--- config.mk ---
export PLATFORM = sky130hd
export DESIGN_NAME = ps2_mouse_packet_decoder_unit
export DESIGN_NICKNAME = d
export VERILOG_FILES = /design/src/rtl/core/pmd_pkg.sv /design/src/rtl/core/pmd_front.sv /design/src/rtl/core/pmd_queue.sv /design/src/rtl/core/pmd_back.sv /design/src/rtl/core/ps2_mouse_packet_decoder_unit.sv
export SDC_FILE = /design/constraint.sdc
export NUM_CORES = 1
export LEC_CHECK = 0
export BUFFER_PORTS_ARGS = -buffer_cell sky130_fd_sc_hd__buf_2
export CORE_MARGIN = 3
export CORE_UTILIZATION = 45
export CTS_BUF_LIST = sky130_fd_sc_hd__clkbuf_16
export DETAILED_ROUTE_END_ITERATION = 8
export SETUP_SLACK_MARGIN = 0.1
export SKIP_LAST_GASP = 1
export SYNTH_ARGS = -nofsm -noshare
export SYNTH_HDL_FRONTEND = slang
export SYNTH_SLANG_ARGS = --single-unit
--- constraint.sdc ---
create_clock -name clk -period 4 [get_ports clk]
set_clock_uncertainty 0.2 [all_clocks]
set_input_delay 1 -clock clk [delete_from_list [all_inputs] [get_ports clk]]
set_output_delay 1 -clock clk [all_outputs]
set_load 0.01 [all_outputs]
--- src/rtl/core/pmd_pkg.sv ---
// Shared types and constants for the PS/2 mouse packet decoder.
// No dependencies; imported by pmd_front, pmd_queue, pmd_back and the top level.
package pmd_pkg;

  // Packet format codes held in the configuration register
  localparam logic [1:0] FMT_STD   = 2'd0;
  localparam logic [1:0] FMT_WHEEL = 2'd1;
  localparam logic [1:0] FMT_FIVE  = 2'd2;

  // Flag byte checks: bit 3 always one, overflow bits 7:6 must be clear
  localparam logic [7:0] FLAG_CHECK_MASK = 8'hC8;
  localparam logic [7:0] FLAG_ALWAYS_ONE = 8'h08;

  localparam int unsigned QUEUE_DEPTH = 2;

  // One complete, accepted packet waiting for decode
  typedef struct packed {
    logic [1:0] fmt;
    logic [7:0] flags;
    logic [7:0] x_lo;
    logic [7:0] y_lo;
    logic [7:0] extra;
  } pmd_pkt_t;

  // Decoded result as it leaves on the output stream
  typedef struct packed {
    logic [7:0]        wheel;
    logic signed [9:0] delta_y;
    logic signed [8:0] delta_x;
    logic [4:0]        buttons;
  } pmd_res_t;

endpackage

--- src/rtl/core/pmd_front.sv ---
// Byte assembler: groups mouse bytes into packets and drops bad ones.
// Depends on pmd_pkg; feeds the packet queue.
module pmd_front
  import pmd_pkg::*;
(
  input  logic       clk,
  input  logic       rst_n,
  input  logic       cfg_valid,
  input  logic [1:0] cfg_data,
  input  logic       accept,
  input  logic [7:0] rx_byte,
  output logic       push,
  output pmd_pkt_t   pkt
);

  logic [1:0] fmt_r;
  logic [1:0] idx_r, idx_nxt;
  logic [7:0] byte_r [3];
  logic       len4;
  logic       last;
  logic       flags_ok;

  always_comb begin
    len4 = (fmt_r == FMT_WHEEL) || (fmt_r == FMT_FIVE);
    last = len4 ? (idx_r == 2'd3) : (idx_r >= 2'd2);
    pkt.fmt   = len4 ? fmt_r : FMT_STD;
    pkt.flags = byte_r[0];
    pkt.x_lo  = byte_r[1];
    // third byte may be arriving right now in standard format
    pkt.y_lo  = (idx_r == 2'd2) ? rx_byte : byte_r[2];
    pkt.extra = rx_byte;
    flags_ok  = (byte_r[0] & FLAG_CHECK_MASK) == FLAG_ALWAYS_ONE;
    push      = accept && last && flags_ok;
    idx_nxt   = last ? 2'd0 : idx_r + 2'd1;
  end

  always_ff @(posedge clk) begin
    if (!rst_n) begin
      fmt_r <= FMT_STD;
      idx_r <= 2'd0;
    end else begin
      if (cfg_valid) begin
        fmt_r <= cfg_data;
      end
      if (accept) begin
        idx_r <= idx_nxt;
      end
    end
  end

  always_ff @(posedge clk) begin
    if (accept && idx_r != 2'd3) begin
      byte_r[idx_r] <= rx_byte;
    end
  end

endmodule

--- src/rtl/core/pmd_queue.sv ---
// Short packet queue between the assembler and the decoder.
// Depends on pmd_pkg for the packet type.
module pmd_queue
  import pmd_pkg::*;
#(
  parameter int unsigned DEPTH = QUEUE_DEPTH
) (
  input  logic     clk,
  input  logic     rst_n,
  input  logic     push,
  input  pmd_pkt_t push_pkt,
  input  logic     pop,
  output pmd_pkt_t head_pkt,
  output logic     empty,
  output logic     full
);

  localparam int unsigned PW = (DEPTH > 1) ? $clog2(DEPTH) : 1;
  localparam int unsigned CW = $clog2(DEPTH + 1);
  localparam logic [PW-1:0] LAST_PTR = PW'(DEPTH - 1);
  localparam logic [CW-1:0] DEPTH_C  = CW'(DEPTH);

  pmd_pkt_t      mem_r [DEPTH];
  logic [PW-1:0] wr_ptr_r, rd_ptr_r;
  logic [CW-1:0] count_r;

  assign empty    = (count_r == '0);
  assign full     = (count_r == DEPTH_C);
  assign head_pkt = mem_r[rd_ptr_r];

  always_ff @(posedge clk) begin
    if (!rst_n) begin
      wr_ptr_r <= '0;
      rd_ptr_r <= '0;
      count_r  <= '0;
    end else begin
      if (push) begin
        wr_ptr_r <= (wr_ptr_r == LAST_PTR) ? '0 : wr_ptr_r + PW'(1);
      end
      if (pop) begin
        rd_ptr_r <= (rd_ptr_r == LAST_PTR) ? '0 : rd_ptr_r + PW'(1);
      end
      if (push && !pop) begin
        count_r <= count_r + CW'(1);
      end else if (pop && !push) begin
        count_r <= count_r - CW'(1);
      end
    end
  end

  always_ff @(posedge clk) begin
    if (push) begin
      mem_r[wr_ptr_r] <= push_pkt;
    end
  end

endmodule

--- src/rtl/core/pmd_back.sv ---
// Packet decoder: turns queued packets into buttons, deltas and wheel,
// held in an output register. Depends on pmd_pkg.
module pmd_back
  import pmd_pkg::*;
(
  input  logic     clk,
  input  logic     rst_n,
  input  logic     q_empty,
  input  pmd_pkt_t q_pkt,
  output logic     pop,
  input  logic     out_tready,
  output logic     out_tvalid,
  output pmd_res_t out_res
);

  logic     valid_r;
  pmd_res_t res_r, res_nxt;
  logic     five;

  always_comb begin
    five             = (q_pkt.fmt == FMT_FIVE);
    res_nxt.buttons  = {five & q_pkt.extra[5], five & q_pkt.extra[4], q_pkt.flags[2:0]};
    res_nxt.delta_x  = {q_pkt.flags[4], q_pkt.x_lo};
    // Y is negated so screen-down is positive
    res_nxt.delta_y  = 10'sd0 - $signed({{2{q_pkt.flags[5]}}, q_pkt.y_lo});
    unique case (q_pkt.fmt)
      FMT_WHEEL: res_nxt.wheel = q_pkt.extra;
      FMT_FIVE:  res_nxt.wheel = {{4{q_pkt.extra[3]}}, q_pkt.extra[3:0]};
      default:   res_nxt.wheel = 8'd0;
    endcase
    pop = !q_empty && (!valid_r || out_tready);
  end

  always_ff @(posedge clk) begin
    if (!rst_n) begin
      valid_r <= 1'b0;
    end else if (pop) begin
      valid_r <= 1'b1;
    end else if (out_tready) begin
      valid_r <= 1'b0;
    end
  end

  always_ff @(posedge clk) begin
    if (pop) begin
      res_r <= res_nxt;
    end
  end

  assign out_tvalid = valid_r;
  assign out_res    = res_r;

endmodule

--- src/rtl/core/ps2_mouse_packet_decoder_unit.sv ---
// PS/2 mouse packet decoder, top level.
// Uses pmd_pkg, pmd_front, pmd_queue and pmd_back.
//
// Usage:
//   in_*  : one mouse byte per item (in_tdata).
//   cfg_* : packet format write (0 standard, 1 wheel, 2 five-button);
//           always ready, write only while the block is idle.
//   out_* : one decoded packet per item.
// Bytes are taken one per cycle while the queue has room. A packet's
// last byte is assembled and checked in the cycle it arrives, queued,
// and then decoded from the queue head into the output register once
// that register is free or being drained. Throughput is one byte per
// cycle while the queue is not full. Packets with bad flag bits give
// no item.
// Reset clears the byte position and the queue, empties the output register and
// selects the standard format. When the receiver stalls, the held result
// stays put, the queue fills, and in_tready drops once it is full.
module ps2_mouse_packet_decoder_unit
  import pmd_pkg::*;
#(
  parameter int unsigned QDEPTH = QUEUE_DEPTH
) (
  input  logic        clk,
  input  logic        rst_n,
  input  logic        cfg_valid,
  output logic        cfg_ready,
  input  logic [1:0]  cfg_data,    // packet_format
  input  logic        in_tvalid,
  output logic        in_tready,
  input  logic [7:0]  in_tdata,    // [7:0] rx_byte
  output logic        out_tvalid,
  input  logic        out_tready,
  // [4:0] buttons, [13:5] delta_x, [23:14] delta_y, [31:24] wheel
  output logic [31:0] out_tdata
);

  logic     accept;
  logic     push, pop, q_empty, q_full;
  pmd_pkt_t push_pkt, head_pkt;
  pmd_res_t res;

  assign cfg_ready = 1'b1;
  assign in_tready = !q_full;
  assign accept    = in_tvalid && in_tready;
  assign out_tdata = res;

  pmd_front u_front (
    .clk       (clk),
    .rst_n     (rst_n),
    .cfg_valid (cfg_valid),
    .cfg_data  (cfg_data),
    .accept    (accept),
    .rx_byte   (in_tdata),
    .push      (push),
    .pkt       (push_pkt)
  );

  pmd_queue #(.DEPTH(QDEPTH)) u_queue (
    .clk      (clk),
    .rst_n    (rst_n),
    .push     (push),
    .push_pkt (push_pkt),
    .pop      (pop),
    .head_pkt (head_pkt),
    .empty    (q_empty),
    .full     (q_full)
  );

  pmd_back u_back (
    .clk        (clk),
    .rst_n      (rst_n),
    .q_empty    (q_empty),
    .q_pkt      (head_pkt),
    .pop        (pop),
    .out_tready (out_tready),
    .out_tvalid (out_tvalid),
    .out_res    (res)
  );

endmodule

Word level (Yosys, flattened, before mapping)
Memory sizes are Yosys's and may differ from the RTL's. A register that Yosys moved wholly into a read port is not among the register bits.
Cells that the tools add are included.
{"block": "word_totals", "ff_bits": 41, "wordCells": 64, "ramBits": 92, "n_memories": 2, "output_inout_bits": 35, "in_bits": 15}
{"block": "op_classes", "n_reduce_logical": 17, "n_bitwise": 2, "eq_ne": 9, "n_addsub": 6, "order_cmp": 1, "n_mux": 17}
{"memory": "u_queue.mem_r", "depth": 2, "word_bits": 34, "rd": 1, "rd_clocked_by_memory_dff": 1, "write_ports": 1, "line": "pmd_queue.sv:23", "text": "pmd_pkt_t mem_r [DEPTH];"}
{"memory": "u_front.byte_r", "depth": 3, "word_bits": 8, "rd": 3, "rd_clocked_by_memory_dff": 0, "write_ports": 1, "line": "pmd_front.sv:18", "text": "logic [7:0] byte_r [3];"}
{"operator": "$pmux W8 S2", "count": 1}
{"operator": "$mux W1", "count": 11}
{"operator": "$eq A2 B2 Y1 const B", "count": 5}
{"operator": "$sub A1 B9 Y10 const A", "count": 1}
{"operator": "$mux W2", "count": 4}
{"operator": "$mux W8", "count": 1}
{"operator": "$logic_and A1 B1 Y1", "count": 7}
{"operator": "$logic_not A1 Y1", "count": 5}
{"operator": "$add A2 B1 Y2 const B", "count": 2}
{"operator": "$eq A2 B1 Y1 const B", "count": 2}
{"operator": "$reduce_bool A2 Y1", "count": 2}
{"operator": "$eq A3 B1 Y1 const B", "count": 1}
{"operator": "$add A1 B1 Y1 const B", "count": 2}
{"operator": "$and A1 B1 Y1", "count": 2}
{"operator": "$ge A2 B2 Y1 const B", "count": 1}
{"operator": "$logic_not A2 Y1", "count": 1}
{"operator": "$logic_or A1 B1 Y1", "count": 2}
{"operator": "$ne A2 B2 Y1 const B", "count": 1}
{"operator": "$sub A2 B1 Y2 const B", "count": 1}

Longest topological paths before layout
Gate-level depths: netlist of the first run.
{"block": "depth", "ltp_word": 9, "depth_mapped": 10}

Modules after synthesis
A second synthesis of the first run with hierarchy kept.
{"block": "hier_totals", "hier_cells": 286, "hier_area_um2": 5159.9}
{"module": "pmd_queue", "area_per_inst_um2": 2671.3, "seq_area_each_um2": 2142.1, "cells_each": 128, "instances": 1}
{"module": "pmd_back", "area_per_inst_um2": 1267.5, "seq_area_each_um2": 980.9, "cells_each": 79, "instances": 1}
{"module": "pmd_front", "area_per_inst_um2": 1199.9, "seq_area_each_um2": 800.8, "cells_each": 75, "instances": 1}
{"module": "ps2_mouse_packet_decoder_unit", "area_per_inst_um2": 21.3, "seq_area_each_um2": 0.0, "cells_each": 4, "instances": 1}

Worst setup path before layout of the first run
No wires, ideal clock.
{"block": "synth_path", "path_kind": "input-to-reg", "from": "in out_tready", "to": "reg u_queue.count_r[1]", "required_ns": 3.724, "cell_stages": 6, "path_buffers": 0, "slack_ns": 0.276, "arrival_ns": 3.448, "cell_sequence": "nor2b_1 nor2_1 inv_1 ha_1 or3_1 a21boi_0"}
{"block": "synth_via", "elab_chain_len": 5, "word_cells_on_any_way": 7, "cone_classes": "1 x mux; 6 x reduce/logical"}
{"item": "start, declared", "line": "ps2_mouse_packet_decoder_unit.sv:32", "text": "input logic out_tready,"}
{"item": "$logic_or A1 B1 Y1 (*)", "line": "pmd_back.sv:31", "text": "pop = !q_empty && (!valid_r || out_tready);"}
{"item": "$logic_and A1 B1 Y1 (*)", "line": "pmd_back.sv:31"}
{"item": "net pop", "line": "ps2_mouse_packet_decoder_unit.sv:38", "text": "logic push, pop, q_empty, q_full;"}
{"item": "$logic_not A1 Y1", "line": "pmd_queue.sv:43", "text": "if (push && !pop) begin"}
{"item": "$logic_and A1 B1 Y1", "line": "pmd_queue.sv:43"}
{"item": "$mux W2 or $reduce_bool A2 Y1 (tied branches)"}
{"item": "end signal, assigned", "line": "pmd_queue.sv:44", "text": "count_r <= count_r + CW'(1);"}
{"item": "end signal, assigned", "line": "pmd_queue.sv:46", "text": "count_r <= count_r - CW'(1);"}
{"item": "end, declared", "line": "pmd_queue.sv:25", "text": "logic [CW-1:0] count_r;"}
Mark *: on every way through the listed nets, which the timed path passes. The rest lies on a longest branch.
A chain may end at the register's enable or synchronous reset.

==> impl_metrics.tcl, run 1 <==
set metrics [dict create \
    avgSynthCellArea_um2 17.7 \
    finalHoldViolCount 0 \
    yosysSeqAreaShare_pct 76.2 \
    holdPathEnd "u_queue.mem_r[1][22]$_DFFE_PP_" \
    maxCapViolCount 0 \
    hold_path_depth 0 \
    antenna_found_initial 0 \
    rsz0062_at_grt "false" \
    finalSetupViolCount 0 \
    placed_cell_area_mm2 0.00534 \
    clk-insertion-delay-late_ps 400 \
    grt_pass1_wl_um 13300 \
    start_kind "register" \
    track_usage_pct 14.0 \
    clockRootBuffer "clkbuf_16" \
    synth_xor_area_share_pct 1.78 \
    start_util_pct 46.9 \
    n_antenna_cell 0 \
    synthSimpleGateAreaFrac_pct 6.22 \
    cp.buffers_inverters 0 \
    cts_hold_buf 0 \
    synth-edff-count 118 \
    die_w_um 110 \
    syn_nets 303 \
    worstReg2RegEnd "u_back.out_res[23]$_DFFE_PP_" \
    synth_seq_cells 128 \
    powerDensity_mw_per_mm2 685 \
    fin_tns_setup_ps 0 \
    wl_per_cell_um 16.0 \
    critPathKind "register to register" \
    fmax_ghz 0.356 \
    post-dp-hpwl_um 4970 \
    async_flop_share_pct 0 \
    regToRegSetupSlack_ps 1190 \
    first_iter_violations 66 \
    r2r_cells 4 \
    dieArea_mm2 0.0122 \
    hp-class "register to register" \
    grt_max_degree 42 \
    grt_overflow 0 \
    htree_levels 4 \
    routabilityCongestion 0.738 \
    final_max_slew_viol_count 0 \
    worstPathRequired_ps 3910 \
    yosys_warnings 0 \
    die_y_um 110 \
    synthAdderAreaFrac_pct 2.55 \
    fin_area_mm2 0.00597 \
    cts.sinks 128 \
    cp_top_family "flip-flops" \
    postSynthCellCount 278 \
    drtAntennaViolNets 0 \
    max_slew.worst_pin.slew_ps 1030 \
    ios 50 \
    cts_resized 0 \
    core_area_mm2 0.0105 \
    vias 2462 \
    clockBufferDepth 2 \
    ir_worst_vdd_mv 0.472 \
    final_layout_size_suffix_gt1_share_pct 32.4 \
    post-cts-setup-buffer-count 0 \
    status "finished clean" \
    drt_wl_total_um 7930 \
    first_pass_iters 4 \
    grt_pass1_vias 2601 \
    synth-main-ff-cell "edfxtp_1" \
    synth_mux_area_share_pct 9.02 \
    crit_path_end_kind "register" \
    critPathSlowestCell "dfxtp_2" \
    synth_compound_area_share_pct 2.73 \
    worst-path-max-fanout 41 \
    cts_tree "built" \
    io_buffers 48 \
    clk_pin_slew_worst_paths_ps 60 \
    cpPeakStageDelay_ps 1000 \
    finalCritPeriodShare_pct 70.2 \
    design.final.nets 370 \
    relSlewSlack_pct 31.4 \
    arrival_ps 2720 \
    cts_buffers 17 \
    rows 37 \
    p_leak_uw 0.00215 \
    cp_cell_sequence "or4b_1, a21o_1, nor4b_1, o32ai_1" \
    drc 0 \
    fin_crit_ps 2810 \
    areaGrowthSynthToFinish_pct 21.5 \
    synth_top_family_by_area "multiplexers" \
    synth_cell_types 37 \
    holdCritStartpoint "u_front.byte_r[1][6]$_DFFE_PP_" \
    via_per_inst 4.98 \
    synth_area_mm2 0.00491 \
]
[kinds of logic (layout without fill, tap and decap cells)]
kind of cell / Yosys count / count (layout)
fa+ha+maj: 10 / 10
simple gates: 52 / 52
flops: 128 / 128
other cells: 1 / 1
buf+inv: 16 / 96
xor+xnor: 10 / 10
compound gates: 20 / 20
mux: 41 / 41
[sequential cells by signal, indices dropped and copies added (netlist names), named ones only]
signal,cells
u_queue.rd_ptr_r,1
u_queue.count_r,2
u_queue.mem_r,62
u_back.out_tvalid,1
u_front.byte_r,24
u_front.idx_r,2
u_queue.wr_ptr_r,1
u_back.out_res,32
u_front.fmt_r,2
[metrics by stage]
| step | hold slack (ps) | power [uW] | setup WS (ps) | util (%) | instances |
|---|---|---|---|---|---|
| floorplan | 221 | 2260 | 276 | - | 278 |
| global placement | 223 | 2540 | 1280 | 51.1 | 462 |
| detailed placement | 234 | 2540 | 1170 | 51.1 | 462 |
| CTS | 242 | 4150 | 1170 | 57.0 | 494 |
| global route | 245 | 4290 | 1040 | 57.0 | 494 |
| finish | 241 | 4090 | 1190 | 57.0 | 494 |
[cell usage in the layout, fill, tap and decap left out, types with 2 or more instances in the layout]
cell	instances
xor2_1	8
clkbuf_16	17
xnor2_1	2
nand2b_1	3
bufinv_16	3
nor3b_1	6
nand2_1	7
and2_1	7
nand3_1	3
a21boi_0	2
mux2_2	26
clkinv_4	3
or3_1	2
nor4b_1	2
nor2_1	8
a211oi_1	2
a21o_1	2
and3_1	2
dfxtp_1	9
inv_1	10
buf_2	48
a21oi_1	7
buf_4	6
inv_6	7
ha_1	10
edfxtp_1	118
nor3_1	3
nor2b_1	5
mux2i_1	15
[worst max-delay path by stage]
stage	start	endpoint	slack (ps)	depth (start not counted)
2_1_floorplan	out_tready	u_queue.count_r[1]$_SDFFE_PN0P_	280	6
3_3_place_gp	register	u_back.out_res[23]$_DFFE_PP_	1280	4
3_5_place_dp	register	u_back.out_res[23]$_DFFE_PP_	1170	4
4_1_cts	register	u_back.out_res[23]$_DFFE_PP_	1170	4
5_1_grt	register	u_back.out_res[23]$_DFFE_PP_	1040	4
6_report	register	u_back.out_res[23]$_DFFE_PP_	1190	4
[where the power goes]
group	internal, uW	switching, uW	total [uW]	leakage [uW]
sequential	1750	113	1870	0.00117
combinational	278	353	631	0.000679
clock	1000	587	1590	0.000302
total	3030	1050	4090	0.00215
[cell usage after synthesis (5+ instances only)]
cell type  count  share of area (%)
mux2_2        26                6.0
nand2_1        7               0.54
mux2i_1       15                3.1
a21oi_1        7               0.71
xor2_1         8                1.4
nor3b_1        6               0.92
and2_1         7               0.89
inv_1         10               0.76
nor2b_1        5               0.64
nor2_1         9               0.69
ha_1          10                2.5
edfxtp_1     118                 72
dfxtp_1       10                4.1
[cell type report]
cell class                 instances  area [um2]
fill                             877        4500
sequential                       128        3740
multi-input combinational        134        1110
clock buffer                      17         425
timing repair buffer              54         285
clock inverter                    15         196
tap                              136         170
inverter                          10        37.5
[routing by layer]
layer  GRT usage (%)  share of wire (%)  vias up
met5               0                  0        -
met4            6.98                1.0        0
met3            3.51                3.2        8
met2            23.3                 51       48
met1            16.9                 45     1217
li1                -                  -     1189
Note: power is estimated with default switching activity, not from simulation.
==> run 2, diff against run 1 <==
Settings changed: PLACE_DENSITY set to 0.66.
Clock period 4 ns to 2.49 ns, I/O delays scaled along.
==> impl_metrics.tcl, run 2 (same netlist as run 1, synthesis figures left out) <==
set metrics [dict create \
    status "finished clean" \
    post-cts-setup-buffer-count 0 \
    cp_top_family "simple AND/OR/NAND/NOR gates" \
    powerDensity_mw_per_mm2 1080 \
    cts_buffers 17 \
    p_leak_uw 0.00214 \
    multi_input_area_mm2 0.00111 \
    fin_tns_setup_ps 0 \
    die_y_um 110 \
    finalCritPeriodShare_pct 88.4 \
    wl_met2_um 4090 \
    ios 50 \
    grt_overflow 0 \
    dieArea_mm2 0.0122 \
    antenna_found_initial 0 \
    cts_tree "built" \
    largest_reg_flops 62 \
    finalHoldViolCount 0 \
    start_util_pct 46.9 \
    grt_pass1_wl_um 13100 \
    post-dp-hpwl_um 5160 \
    design.final.nets 374 \
    clk_pin_slew_worst_paths_ps 60 \
    worstPathRequired_ps 2430 \
    r2r-start "u_queue.mem_r[1][10]$_DFFE_PP_" \
    regToRegSetupSlack_ps 290 \
    critPathSlowestCell "or4b_1" \
    cp_cell_sequence "or4b_1, a21o_1, nor4b_1, o32ai_1" \
    cp.buffers_inverters 0 \
    core_area_mm2 0.0105 \
    io_buffers 48 \
    hold_path_depth 0 \
    critPathKind "register to register" \
    drtAntennaViolNets 0 \
    areaGrowthSynthToFinish_pct 22.2 \
    largest_register "u_queue.mem_r" \
    grt_max_degree 34 \
    fmax_ghz 0.454 \
    top_layer "met4" \
    vias 2485 \
    crit_path_end_kind "register" \
    crit_end "u_back.out_res[23]$_DFFE_PP_" \
    n_antenna_cell 0 \
    fin_area_mm2 0.00600 \
    regArea_mm2 0.00374 \
    fin_crit_ps 2200 \
    first_iter_violations 122 \
    routabilityCongestion 0.752 \
    worst-path-max-fanout 4 \
    maxCapViolCount 0 \
    timing.final.ws_setup_ps 290 \
    cts_resized 0 \
    wl_met1_um 3620 \
    rows 37 \
    mostFrequentLayoutCells "edfxtp_1, buf_2, mux2_2" \
    die_w_um 110 \
    met3_length_um 304 \
    clockRootBuffer "clkbuf_16" \
    cp.depth 4 \
    arrival_ps 2140 \
    ir_worst_vdd_mv 0.556 \
    startpoint "u_queue.mem_r[1][10]$_DFFE_PP_" \
    r2r_cells 4 \
    track_usage_pct 13.8 \
    final_max_slew_viol_count 0 \
    worstReg2RegEnd "u_back.out_res[23]$_DFFE_PP_" \
    layout_commonest_cell "edfxtp_1" \
    pre_cts_ws_ps 277 \
    drc 0 \
    final_layout_size_suffix_gt1_share_pct 33.4 \
    rsz0062_at_grt "false" \
    finalSetupViolCount 0 \
    hp-class "register to register" \
    clk-insertion-delay-late_ps 400 \
    htree_levels 4 \
    clockBufferDepth 2 \
    wl_per_cell_um 16.3 \
    grt_pass1_vias 2571 \
    cts_hold_buf 0 \
    placed_cell_area_mm2 0.00540 \
    cpPeakStageDelay_ps 630 \
    drt_wl_total_um 8100 \
    cts.sinks 128 \
    via_per_inst 4.99 \
    fillerInstances 843 \
    start_kind "register" \
    first_pass_iters 4 \
]
==> run 2: cell count changes in the layout (fill, tap and decap cells not counted), sizes merged <==
cell | previous run | this run
buf | 54 | 58
inv | 18 | 9
clkinvlp | 1 | 5
clkinv | 3 | 8
==> run 2: final cells by class <==
| class | count | area share (%) |
|---|---|---|
| clock buffer | 17 | 7.09 |
| clock inverter | 15 | 2.84 |
| inverter | 10 | 0.688 |
| multi-input combinational | 134 | 18.5 |
| sequential | 128 | 62.4 |
| tap | 136 | 2.84 |
| timing repair buffer | 58 | 5.67 |
==> run 2: report_power, final <==
part	internal [uW]	total, uW	leakage (uW)	switching (uW)
Clock	1560	2430	0.000282	869
Sequential	2820	2940	0.00117	124
Combinational	462	1090	0.000695	632
Total	4850	6470	0.00214	1620
==> run 2: how the worst min path moves through the flow <==
stage                                              start                        endpoint  slack, ps
after floorplan           u_front.byte_r[1][0]$_DFFE_PP_  u_queue.mem_r[0][16]$_DFFE_PP_        220
after global placement    u_front.byte_r[1][3]$_DFFE_PP_  u_queue.mem_r[0][19]$_DFFE_PP_        220
after detailed placement  u_front.byte_r[0][0]$_DFFE_PP_  u_queue.mem_r[0][24]$_DFFE_PP_        230
after CTS                 u_front.byte_r[0][0]$_DFFE_PP_  u_queue.mem_r[0][24]$_DFFE_PP_        240
after global routing      u_front.byte_r[1][4]$_DFFE_PP_  u_queue.mem_r[0][20]$_DFFE_PP_        260
final                     u_front.byte_r[0][0]$_DFFE_PP_  u_queue.mem_r[0][24]$_DFFE_PP_        250
==> run 2: per-layer routing <==
metal / up-vias / global-route usage, %
li1: 1194 / -
met1: 1235 / 16.8
met2: 49 / 23.5
met3: 7 / 4.00
met4: 0 / 4.93
met5: - / 0
==> run 2: stage by stage <==
step	hold WS, ps	total power (uW)	instances	util (%)
after global routing	258	6760	498	57.3
after detailed placement	232	4100	466	51.7
after floorplan	221	3640	278	-
after global placement	224	4070	466	51.7
final	245	6470	498	57.3
after CTS	245	6540	498	57.3
==> run 3, diff against run 2 <==
Settings changed: GPL_TIMING_DRIVEN set to 0, RECOVER_POWER set to 25.
==> impl_metrics.tcl, run 3 (same netlist as run 1, synthesis figures left out) <==
set metrics [dict create \
    p_switching_uw 1710 \
    largest_register "u_queue.mem_r" \
    n_antenna_cell 0 \
    largest_reg_flops 62 \
    core_area_mm2 0.0105 \
    drt_wl_total_um 8800 \
    grt_pass1_vias 2646 \
    mostFrequentLayoutCells "edfxtp_1, buf_2, mux2_2" \
    arrival_ps 2260 \
    intPower_uw 5010 \
    areaGrowthSynthToFinish_pct 25.7 \
    switching_share_pct 25.4 \
    drtAntennaViolNets 0 \
    cp_cell_sequence "buf_6, buf_8, buf_12, mux2i_2, ha_2, o21a_1, nor3b_2, xor2_1" \
    final_layout_size_suffix_gt1_share_pct 35.9 \
    relSlewSlack_pct 21.5 \
    io_buffers 48 \
    finalNonFillerCells 501 \
    fin_crit_ps 2310 \
    hp-class "register to register" \
    start_util_pct 46.9 \
    ios 50 \
    drc 0 \
    status "finished clean" \
    grt_overflow 0 \
    cts_buffers 17 \
    finalSetupViolCount 0 \
    max_slew.worst_pin.slew_ps 1180 \
    die_w_um 110 \
    hold-worst-slack_ps 232 \
    layout_commonest_cell "edfxtp_1" \
    worstPathRequired_ps 2440 \
    clk-insertion-delay-late_ps 400 \
    post-dp-hpwl_um 5050 \
    dp.cells 462 \
    sequentialPowerShare_pct 43.6 \
    powerDensity_mw_per_mm2 1090 \
    clockBufferDepth 2 \
    first_pass_iters 4 \
    cpPeakStageDelay_ps 370 \
    start_kind "register" \
    worst-path-max-fanout 10 \
    clk_pin_slew_worst_paths_ps 60 \
    track_usage_pct 14.8 \
    ir_worst_vdd_mv 0.639 \
    cts.sinks 128 \
    critPathSlowestCell "dfxtp_2" \
    first_iter_violations 110 \
    design.final.nets 378 \
    rows 37 \
    clockRootBuffer "clkbuf_16" \
    antenna_found_initial 0 \
    final_max_slew_viol_count 0 \
    post-route-util_pct 59.0 \
    maxCapViolCount 0 \
    via_per_inst 5.06 \
    grt_max_degree 32 \
    die_y_um 110 \
    routabilityCongestion 0.729 \
    rsz0062_at_grt "false" \
    wl_per_cell_um 17.6 \
    crit_path_end_kind "register" \
    clkPwrFrac_pct 37.9 \
    htree_levels 4 \
    comb_power_share_pct 18.5 \
    dieArea_mm2 0.0122 \
    grt_pass1_wl_um 13700 \
    finalHoldViolCount 0 \
    cts_tree "built" \
    vias 2533 \
    critPathKind "register to register" \
    fmax_ghz 0.433 \
    finalCritPeriodShare_pct 92.7 \
    p_leak_uw 0.00216 \
]
-- run 3: power by group through the flow --
stage | Combinational, uW | Clock [uW] | Sequential [uW]
floorplan | 517 | 0 | 3120
finish | 1240 | 2550 | 2930
global placement | 1100 | 0 | 2960
CTS | 1200 | 2580 | 2940
detailed placement | 1110 | 0 | 2970
global route | 1350 | 2710 | 2970
-- run 3: worst paths after layout --
path	from	end	slack [ps]	depth (start not counted)
hold reg to reg	u_front.byte_r[0][5]$_DFFE_PP_	u_queue.mem_r[0][29]$_DFFE_PP_	230	0
hold / removal	u_front.byte_r[0][5]$_DFFE_PP_	u_queue.mem_r[0][29]$_DFFE_PP_	230	0
setup reg to reg	register	u_back.out_res[22]$_DFFE_PP_	180	8
setup / recovery	register	u_back.out_res[22]$_DFFE_PP_	180	8
-- run 3: layout make-up --
cell class,instances,area [um2]
Tap cell,136,170
Clock inverter,14,191
Fill cell,796,4290
Multi-Input combinational cell,135,1210
Buffer,6,66.3
Sequential cell,128,3750
Clock buffer,17,425
Inverter,10,41.3
Timing Repair inverter,1,7.51
Timing Repair Buffer,54,312
-- run 3: critical path, delay by kind of cell, from the launching register on --
kind,cells,cell delay [ps]
xor gates and xnor gates,1,80
buffers and inverters,3,510
AOI/OAI and AO/OA,1,190
and+or+nand+nor,1,220
DFF,1,370
adders and majority gates,1,220
muxes,1,250
-- run 3: repair_timing --
action	in CTS	in global routing
hold buffers	0	0
resized for setup	17	16
hold endpoints to repair	0	0
gates cloned	2	0
setup buffers	4	2
pin swaps	1	3
setup endpoints to repair	94	37
-- run 3: per-stage QoR --
step	setup slack, ps	TNS, ps	cell area [um2]	total power, uW
finish	183	0	6170	6730
global route	84.3	0	6170	7040
CTS	95.2	0	6090	6720
detailed placement	-417	-24730	5340	4090
global placement	-410	-23580	5340	4060
floorplan	81.7	0	4930	3640
-- run 3: metal layers --
layer  global-route usage (%)  wire length (um)
met1                     17.9              3820
met2                     24.6              4360
met3                     4.27               447
met4                     6.90               173
met5                        0                 0
